File: config.mk
export PLATFORM = sky130hd
export DESIGN_NAME = incremental_pid_step
export DESIGN_NICKNAME = d
export VERILOG_FILES = /design/src/rtl/ipid_pkg.sv /design/src/rtl/incremental_pid_step.sv
export SDC_FILE = /design/constraint.sdc
export NUM_CORES = 2
export LEC_CHECK = 0
export BUFFER_PORTS_ARGS = -buffer_cell sky130_fd_sc_hd__buf_2
export CORE_MARGIN = 2
export CORE_UTILIZATION = 45
export DETAILED_ROUTE_END_ITERATION = 8
export SLEW_MARGIN = 25
export SYNTH_ARGS = -nofsm -noshare
export SYNTH_HDL_FRONTEND = slang
export SYNTH_SLANG_ARGS = --single-unit
export TNS_END_PERCENT = 20
File: constraint.sdc
create_clock -name clk -period 24.8 [get_ports clk]
set_input_delay 4.96 -clock clk [delete_from_list [all_inputs] [get_ports clk]]
set_output_delay 4.96 -clock clk [all_outputs]
set_load 0.01 [all_outputs]
File: src/rtl/ipid_pkg.sv
`default_nettype none

package ipid_pkg;

	// Configuration register indexes
	localparam logic [2:0] REG_GAIN_P       = 3'd0;
	localparam logic [2:0] REG_GAIN_I       = 3'd1;
	localparam logic [2:0] REG_GAIN_D       = 3'd2;
	localparam logic [2:0] REG_OUT_MAX      = 3'd3;
	localparam logic [2:0] REG_OUT_MIN      = 3'd4;
	localparam logic [2:0] REG_PERIOD_TICKS = 3'd5;

	// Register reset values
	localparam logic [15:0] OUT_MAX_RST = 16'h7fff;
	localparam logic [15:0] OUT_MIN_RST = 16'h8000;
	localparam logic [15:0] PERIOD_RST  = 16'd1;

	// Raw sum width: three products of 16 bit gains by 16..18 bit differences
	localparam int SUM_W = 36;

	// Divide by ten: any magnitude at or above SAT_LIMIT gives a quotient beyond
	// every possible clamp bound, so only narrower magnitudes go through the
	// reciprocal multiply, which is exact below 699050.
	localparam int          MAG_W     = 19;
	localparam logic [35:0] SAT_LIMIT = 36'd327690;
	localparam logic [18:0] DIV_RECIP = 19'd419431;
	localparam int          DIV_SHIFT = 22;
	localparam logic [16:0] SAT_MAG   = 17'd32769;

	typedef struct packed {
		logic signed [15:0] measured;
		logic signed [15:0] setpoint;
	} in_t;

	typedef struct packed {
		logic               computed;
		logic signed [15:0] drive_delta;
	} out_t;

endpackage

`default_nettype wire

File: src/rtl/incremental_pid_step.sv
// Incremental PID controller, one tick per item.
// Tick channel (tick_valid/tick_ready/tick) carries the measured value and the
// setpoint for one tick. Result channel (result_valid/result_ready/result)
// returns one item per tick: computed=1 with the clamped increment when the
// tick counter reached period_ticks, else computed=0 and a zero increment.
// Configuration is a plain write port (cfg_we, cfg_index, cfg_wdata); write it
// only while no tick is in flight. Unknown indexes are ignored.
// A result passes through six registers after its tick is accepted: input
// register loaded at acceptance, products, sum, magnitude, reciprocal multiply,
// clamp/output.
// Throughput: one tick per cycle without a stall, set by the six-stage pipeline;
// the error history and tick counter update at acceptance, so ticks follow back to back.
// Each stage holds while the one after it is full and stalled, so a stall on
// result_ready fills the empty stages before tick_ready drops.
// Reset clears the gains, sets the clamp to the full 16 bit range, the period
// to one, and clears the error history, tick counter and all stage valids.
`default_nettype none

module incremental_pid_step (
	input  wire logic           clk,
	input  wire logic           arst_n,
	input  wire logic           tick_valid,
	output logic                tick_ready,
	input  wire ipid_pkg::in_t  tick,
	output logic                result_valid,
	input  wire logic           result_ready,
	output ipid_pkg::out_t      result,
	input  wire logic           cfg_we,
	input  wire logic [2:0]     cfg_index,
	input  wire logic [15:0]    cfg_wdata
);

	// Configuration registers
	logic signed [15:0] gain_p_q, gain_i_q, gain_d_q, out_max_q, out_min_q;
	logic [15:0]        period_q;

	// Loop state
	logic signed [15:0] last_err_q, older_err_q;
	logic [15:0]        tick_cnt_q;

	// Stage valids and readies
	logic v_s1, v_s2, v_s3, v_s4, v_s5, v_out_q;
	logic rdy_s1, rdy_s2, rdy_s3, rdy_s4, rdy_s5, rdy_out;
	logic accept;

	// Stage payloads
	logic               fire_s1, fire_s2, fire_s3, fire_s4, fire_s5;
	logic signed [15:0] e_s1, e1_s1, e2_s1;
	logic signed [32:0] pp_s2;
	logic signed [31:0] pi_s2;
	logic signed [33:0] pd_s2;
	logic signed [ipid_pkg::SUM_W-1:0] sum_s3;
	logic                      neg_s4, big_s4, neg_s5, big_s5;
	logic [ipid_pkg::MAG_W-1:0] mag_s4;
	logic [15:0]               qmag_s5;

	// Combinational intermediates
	logic [15:0]        tick_nxt;
	logic               fire_now;
	logic signed [15:0] err_now;
	logic signed [16:0] d1;
	logic signed [17:0] d2;
	logic [ipid_pkg::SUM_W-1:0] abs_sum;
	logic [2*ipid_pkg::MAG_W-1:0] recip_prod;
	logic signed [16:0] q_mag17, q_val, max17, min17;
	logic signed [15:0] clamped;

	// Pipeline handshake: a stage loads when it is empty or its successor loads
	assign rdy_out    = !v_out_q || result_ready;
	assign rdy_s5     = !v_s5 || rdy_out;
	assign rdy_s4     = !v_s4 || rdy_s5;
	assign rdy_s3     = !v_s3 || rdy_s4;
	assign rdy_s2     = !v_s2 || rdy_s3;
	assign rdy_s1     = !v_s1 || rdy_s2;
	assign tick_ready = rdy_s1;
	assign accept     = tick_valid && tick_ready;

	// Configuration writes
	always_ff @(posedge clk or negedge arst_n) begin
		if (!arst_n) begin
			gain_p_q  <= '0;
			gain_i_q  <= '0;
			gain_d_q  <= '0;
			out_max_q <= ipid_pkg::OUT_MAX_RST;
			out_min_q <= ipid_pkg::OUT_MIN_RST;
			period_q  <= ipid_pkg::PERIOD_RST;
		end else if (cfg_we) begin
			case (cfg_index)
				ipid_pkg::REG_GAIN_P:       gain_p_q  <= cfg_wdata;
				ipid_pkg::REG_GAIN_I:       gain_i_q  <= cfg_wdata;
				ipid_pkg::REG_GAIN_D:       gain_d_q  <= cfg_wdata;
				ipid_pkg::REG_OUT_MAX:      out_max_q <= cfg_wdata;
				ipid_pkg::REG_OUT_MIN:      out_min_q <= cfg_wdata;
				ipid_pkg::REG_PERIOD_TICKS: period_q  <= cfg_wdata;
				default: ;
			endcase
		end
	end

	// Advance the tick counter and form the error at acceptance
	always_comb begin
		tick_nxt = tick_cnt_q + 16'd1;
		fire_now = (tick_nxt >= period_q);
		err_now  = tick.measured - tick.setpoint;
	end

	// Update the counter on each accepted item, the error history on each firing one
	always_ff @(posedge clk or negedge arst_n) begin
		if (!arst_n) begin
			tick_cnt_q  <= '0;
			last_err_q  <= '0;
			older_err_q <= '0;
		end else if (accept) begin
			tick_cnt_q <= fire_now ? 16'd0 : tick_nxt;
			if (fire_now) begin
				older_err_q <= last_err_q;
				last_err_q  <= err_now;
			end
		end
	end

	// Valid bits
	always_ff @(posedge clk or negedge arst_n) begin
		if (!arst_n) begin
			v_s1    <= 1'b0;
			v_s2    <= 1'b0;
			v_s3    <= 1'b0;
			v_s4    <= 1'b0;
			v_s5    <= 1'b0;
			v_out_q <= 1'b0;
		end else begin
			if (rdy_s1)  v_s1    <= tick_valid;
			if (rdy_s2)  v_s2    <= v_s1;
			if (rdy_s3)  v_s3    <= v_s2;
			if (rdy_s4)  v_s4    <= v_s3;
			if (rdy_s5)  v_s5    <= v_s4;
			if (rdy_out) v_out_q <= v_s5;
		end
	end

	// Differences for the proportional and derivative terms
	always_comb begin
		d1 = {e_s1[15], e_s1} - {e1_s1[15], e1_s1};
		d2 = {{2{e_s1[15]}}, e_s1} - {e1_s1[15], e1_s1, 1'b0} + {{2{e2_s1[15]}}, e2_s1};
	end

	// Magnitude of the raw sum
	always_comb begin
		abs_sum = sum_s3[ipid_pkg::SUM_W-1] ? (~sum_s3 + 1'b1) : sum_s3;
	end

	// Divide the magnitude by ten
	always_comb begin
		recip_prod = {{ipid_pkg::MAG_W{1'b0}}, mag_s4}
			* {{ipid_pkg::MAG_W{1'b0}}, ipid_pkg::DIV_RECIP};
	end

	// Restore the sign and clamp
	always_comb begin
		q_mag17 = big_s5 ? ipid_pkg::SAT_MAG : {1'b0, qmag_s5};
		q_val   = neg_s5 ? -q_mag17 : q_mag17;
		max17   = {out_max_q[15], out_max_q};
		min17   = {out_min_q[15], out_min_q};
		if (q_val >= max17) begin
			clamped = out_max_q;
		end else if (q_val <= min17) begin
			clamped = out_min_q;
		end else begin
			clamped = q_val[15:0];
		end
	end

	// Pipeline payload registers
	always_ff @(posedge clk) begin
		// Input register: error and history snapshot
		if (rdy_s1) begin
			fire_s1 <= fire_now;
			e_s1    <= err_now;
			e1_s1   <= last_err_q;
			e2_s1   <= older_err_q;
		end
		// Three gain products
		if (rdy_s2) begin
			fire_s2 <= fire_s1;
			pp_s2   <= {{17{gain_p_q[15]}}, gain_p_q} * {{16{d1[16]}}, d1};
			pi_s2   <= {{16{gain_i_q[15]}}, gain_i_q} * {{16{e_s1[15]}}, e_s1};
			pd_s2   <= {{18{gain_d_q[15]}}, gain_d_q} * {{16{d2[17]}}, d2};
		end
		// Raw sum at full width
		if (rdy_s3) begin
			fire_s3 <= fire_s2;
			sum_s3  <= {{3{pp_s2[32]}}, pp_s2} + {{4{pi_s2[31]}}, pi_s2}
				+ {{2{pd_s2[33]}}, pd_s2};
		end
		// Sign, saturation flag and narrow magnitude
		if (rdy_s4) begin
			fire_s4 <= fire_s3;
			neg_s4  <= sum_s3[ipid_pkg::SUM_W-1];
			big_s4  <= (abs_sum >= ipid_pkg::SAT_LIMIT);
			mag_s4  <= abs_sum[ipid_pkg::MAG_W-1:0];
		end
		// Quotient magnitude
		if (rdy_s5) begin
			fire_s5 <= fire_s4;
			neg_s5  <= neg_s4;
			big_s5  <= big_s4;
			qmag_s5 <= recip_prod[ipid_pkg::DIV_SHIFT+15:ipid_pkg::DIV_SHIFT];
		end
		// Output register
		if (rdy_out) begin
			result.computed    <= fire_s5;
			result.drive_delta <= fire_s5 ? clamped : 16'sd0;
		end
	end

	assign result_valid = v_out_q;

endmodule

`default_nettype wire
==> metrics.txt <==
# TYPE chip_impl_metric gauge
chip_impl_info{name="status",value="finished, final reports clean"} 1
chip_impl_metric{name="fillCellCount",unit=""} 11800
chip_impl_metric{name="layout-area-overhead-vs-synth",unit="%"} 6.65
chip_impl_info{name="worstHoldPathType",value="reg -> reg"} 1
chip_impl_metric{name="nets",unit=""} 7367
chip_impl_info{name="synth.most_common_cell",value="sky130_fd_sc_hd__inv_1"} 1
chip_impl_info{name="cts_tree",value="done"} 1
chip_impl_metric{name="placeableCoreArea",unit="um^2"} 127000
chip_impl_info{name="timing.critical_path.mode_cell",value="sky130_fd_sc_hd__buf_2"} 1
chip_impl_metric{name="route.vias.total",unit=""} 38300
chip_impl_metric{name="postRouteAntennaNets",unit=""} 0
chip_impl_metric{name="clkSinkCount",unit=""} 393
chip_impl_metric{name="critical_path_fanouts_max",unit=""} 5
chip_impl_metric{name="place_hpwl",unit="um"} 111000
chip_impl_metric{name="cts-buffers-inserted",unit=""} 45
chip_impl_metric{name="postSynthRegisterBits",unit=""} 393
chip_impl_metric{name="dieHeight",unit="um"} 362
chip_impl_metric{name="timing.slew.headroom",unit="%"} 28.5
chip_impl_info{name="slowest_stage",value="sky130_fd_sc_hd__and3_1"} 1
chip_impl_metric{name="cts_hold_repair_buffers",unit=""} 0
chip_impl_info{name="grt_setup_unrepaired",value="false"} 1
chip_impl_metric{name="place_inst",unit=""} 7371
chip_impl_metric{name="synthDistinctLibCells",unit=""} 80
chip_impl_metric{name="postLayoutCoreUtil",unit="%"} 48.3
chip_impl_metric{name="async_flop_share",unit="%"} 38.2
chip_impl_info{name="main_combinational_cell_family_by_area_after_synthesis",value="adder cells"} 1
chip_impl_metric{name="synth.area.mux_share",unit="%"} 2.53
chip_impl_info{name="synth.largest_area_cell",value="sky130_fd_sc_hd__fa_1"} 1
chip_impl_metric{name="worstRegToRegCells",unit=""} 34
chip_impl_metric{name="globalRoute.totalOverflow",unit=""} 0
chip_impl_metric{name="die-area",unit="um^2"} 131000
chip_impl_metric{name="syn_avg_cell_area",unit="um^2"} 10.0
chip_impl_metric{name="drt_drc_violations_left",unit=""} 0
chip_impl_metric{name="mappedNetlistNets",unit=""} 7358
chip_impl_info{name="setup.worst_path.class",value="in -> out"} 1
chip_impl_metric{name="clock_skew",unit="ns"} 0.0264
chip_impl_metric{name="tightestPinTransition",unit="ns"} 1.06
chip_impl_info{name="setup.worst_path.start_class",value="input pin"} 1
chip_impl_metric{name="numPortBuffers",unit=""} 74
chip_impl_info{name="netlist_top_cells_area",value="sky130_fd_sc_hd__fa_1, sky130_fd_sc_hd__edfxtp_1, sky130_fd_sc_hd__ha_1"} 1
chip_impl_info{name="clock-root-buffer",value="sky130_fd_sc_hd__clkbuf_16"} 1
chip_impl_metric{name="clock_latency",unit="ns"} 0.62
chip_impl_metric{name="pin_count",unit=""} 75
chip_impl_metric{name="totalWireLength",unit="um"} 136000
chip_impl_metric{name="fin_cells",unit=""} 7457
chip_impl_metric{name="post_synth_and_or_nand_nor_area_fraction",unit="%"} 11.5
chip_impl_metric{name="synth-adder-area-share",unit="%"} 46.8
chip_impl_info{name="worstPathCellList",value="buf_2 > nor2b_1 > and2_1 > and3_1 > nand3_4 > buf_2"} 1
chip_impl_metric{name="crit_path_arrival_time",unit="ns"} 6.21
chip_impl_metric{name="floorplan.rows",unit=""} 131
chip_impl_metric{name="grt_pass1_wl",unit="um"} 226000
chip_impl_info{name="worstHoldStart",value="neg_s4$_DFFE_PP_"} 1
chip_impl_metric{name="slowest_delay",unit="ns"} 0.32
chip_impl_metric{name="deepest_clock_path_buffer_count",unit=""} 3
chip_impl_metric{name="time_the_worst_path_needs_with_i_o_delays_and_setup",unit="ns"} 11.17
chip_impl_metric{name="grt_pass1_vias",unit=""} 41500
chip_impl_metric{name="cts_setup_buffers",unit=""} 0
chip_impl_metric{name="post_route_cells_drive_above_1_share",unit="%"} 6.16
chip_impl_metric{name="mappedNetlistArea",unit="um^2"} 57700
chip_impl_metric{name="synth-edff-count",unit=""} 243
chip_impl_metric{name="gr-usage-all-layers",unit="%"} 21.9
chip_impl_metric{name="worst_setup_hold_path_clk_slew",unit="ns"} 0.06
chip_impl_metric{name="final.period_utilization",unit="%"} 45.0
chip_impl_metric{name="synth_compound_area_share",unit="%"} 6.42
chip_impl_info{name="yosys_most_used_dff",value="sky130_fd_sc_hd__edfxtp_1"} 1
chip_impl_metric{name="starting_density_of_the_core",unit="%"} 45.3
chip_impl_metric{name="ctsResizeCount",unit=""} 0
chip_impl_info{name="worstHoldEndpoint",value="neg_s5$_DFFE_PP_"} 1
chip_impl_metric{name="synth.yosys.seq_area_share",unit="%"} 19.2
chip_impl_metric{name="cts-htree-levels",unit=""} 2
chip_impl_metric{name="die_width",unit="um"} 362
chip_impl_metric{name="vias_per_cell",unit=""} 5.14
chip_impl_metric{name="hold_viol",unit=""} 0
chip_impl_metric{name="final_max_slew_viol_count",unit=""} 0
chip_impl_info{name="r2r-start",value="e_s1[2]$_DFFE_PN_"} 1
chip_impl_metric{name="yosysWarningCount",unit=""} 0
chip_impl_metric{name="synthXorXnorAreaFrac",unit="%"} 3.69
chip_impl_metric{name="max_clock_freq",unit="GHz"} 0.0895
chip_impl_metric{name="maxCapViolCount",unit=""} 0
chip_impl_metric{name="regToRegSetupSlack",unit="ns"} 13.74
chip_impl_metric{name="largest_net_degree_at_the_start_of_global_routing",unit=""} 88
chip_impl_metric{name="antenna_found_initial",unit=""} 3
chip_impl_metric{name="syn_inst",unit=""} 5747
chip_impl_metric{name="globalplace.congestion",unit=""} 0.861
chip_impl_metric{name="worst_ep_required_time",unit="ns"} 19.84
chip_impl_metric{name="drt_first_pass_iters",unit=""} 7
chip_impl_metric{name="netlist.area_leader.share",unit="%"} 35.0
chip_impl_metric{name="routed_wirelength_normalized_by_instance_count",unit="um"} 18.2
chip_impl_metric{name="number_of_failing_setup_endpoints_in_the_final_timing_report",unit=""} 0
chip_impl_info{name="critical_path.endpoint_type",value="primary output"} 1
chip_impl_metric{name="hold_depth",unit=""} 0
chip_impl_info{name="yosys-top-cells-count",value="sky130_fd_sc_hd__inv_1, sky130_fd_sc_hd__fa_1, sky130_fd_sc_hd__nand2_1"} 1
chip_impl_metric{name="detail_route.iter0.violations",unit=""} 1994
chip_impl_metric{name="total_negative_setup_slack",unit="ns"} 0
chip_impl_info{name="worst_r2r_endpoint",value="pd_s2[33]$_DFFE_PP_"} 1
==> per-layer routing <==
layer / global-route usage [%] / wire (um)
met5: 0 / 0
met1: 29.3 / 59300
met2: 37.7 / 66400
met4: 6.01 / 4200
met3: 2.29 / 6100
==> final cells by class <==
type / count / area (um^2) / share of cell area, %
multi-input cells: 3853 / 41100 / 66.8
flip-flops and latches: 393 / 11100 / 18.0
inverters: 1338 / 5020 / 8.16
well taps: 1662 / 2080 / 3.38
clock buffers: 55 / 1200 / 1.96
repair buffers: 125 / 763 / 1.24
clock inverters: 29 / 304 / 0.494
diodes: 2 / 5.00 / 0.00814
==> worst max path at each step <==
stage | startpoint | to | slack (ns)
after floorplan | result_ready | tick_ready | 12.70
after global placement | result_ready | tick_ready | 13.62
after detailed placement | result_ready | tick_ready | 13.63
after CTS | result_ready | tick_ready | 13.62
after global routing | e_s1[2]$_DFFE_PN_ | pd_s2[33]$_DFFE_PP_ | 13.08
final | result_ready | tick_ready | 13.63
==> sequential cells by signal, indices dropped and copies added, names as in the netlist, 17 cells and up <==
name / count
result: 17
pi_s2: 32
sum_s3: 35
pd_s2: 34
mag_s4: 19
pp_s2: 33
==> kinds of logic (layout without fill, tap and decap cells) <==
family,after synthesis,after routing
AO/OA/AOI/OAI,569,569
XOR/XNOR,243,243
adder cells (fa/ha/maj),1555,1555
buffers and inverters,1501,1547
flip-flops,393,393
multiplexers,132,132
other,0,2
AND/OR/NAND/NOR,1354,1354
==> worst max-delay path: cells and delay by family <==
| family | cells | cell delay (ns) |
|---|---|---|
| AND/OR/NAND/NOR | 4 | 0.90 |
| buffers and inverters | 2 | 0.35 |
==> through the flow <==
stage | setup WS, ns | hold WS, ns | instance area, um^2
6_report | 13.63 | 0.414 | 61500
2_1_floorplan | 12.70 | 0.400 | 57700
4_1_cts | 13.62 | 0.416 | 61500
3_3_place_gp | 13.62 | 0.405 | 60000
3_5_place_dp | 13.63 | 0.405 | 60000
5_1_grt | 13.08 | 0.418 | 61500
==> cells in the final DEF (no fill, tap or decap), types with 18 or more instances in the layout <==
cell type,netlist,final
sky130_fd_sc_hd__a21oi_1,141,141
sky130_fd_sc_hd__nand2b_1,76,76
sky130_fd_sc_hd__buf_4,1,50
sky130_fd_sc_hd__edfxtp_1,243,243
sky130_fd_sc_hd__mux2i_1,22,22
sky130_fd_sc_hd__nand4_1,18,18
sky130_fd_sc_hd__nand3_1,52,50
sky130_fd_sc_hd__o21ai_0,134,133
sky130_fd_sc_hd__dfrtp_1,133,133
sky130_fd_sc_hd__ha_1,547,547
sky130_fd_sc_hd__and2_1,313,313
sky130_fd_sc_hd__xnor2_1,187,185
sky130_fd_sc_hd__nor2_1,141,141
sky130_fd_sc_hd__inv_1,1337,1337
sky130_fd_sc_hd__nor2b_1,59,59
sky130_fd_sc_hd__fa_1,1008,1008
sky130_fd_sc_hd__and3_1,21,21
sky130_fd_sc_hd__mux2_2,109,109
sky130_fd_sc_hd__a211oi_1,20,20
sky130_fd_sc_hd__clkbuf_16,0,45
sky130_fd_sc_hd__a21o_1,74,74
sky130_fd_sc_hd__xor2_1,56,56
sky130_fd_sc_hd__o21a_1,35,35
sky130_fd_sc_hd__buf_2,5,73
sky130_fd_sc_hd__nor3_1,42,41
sky130_fd_sc_hd__o21bai_1,24,24
sky130_fd_sc_hd__o211ai_1,18,18
sky130_fd_sc_hd__nand2_1,571,570
Power is not shown: default switching activity piles up to over one toggle a cycle in this logic, so the estimate is an artifact.
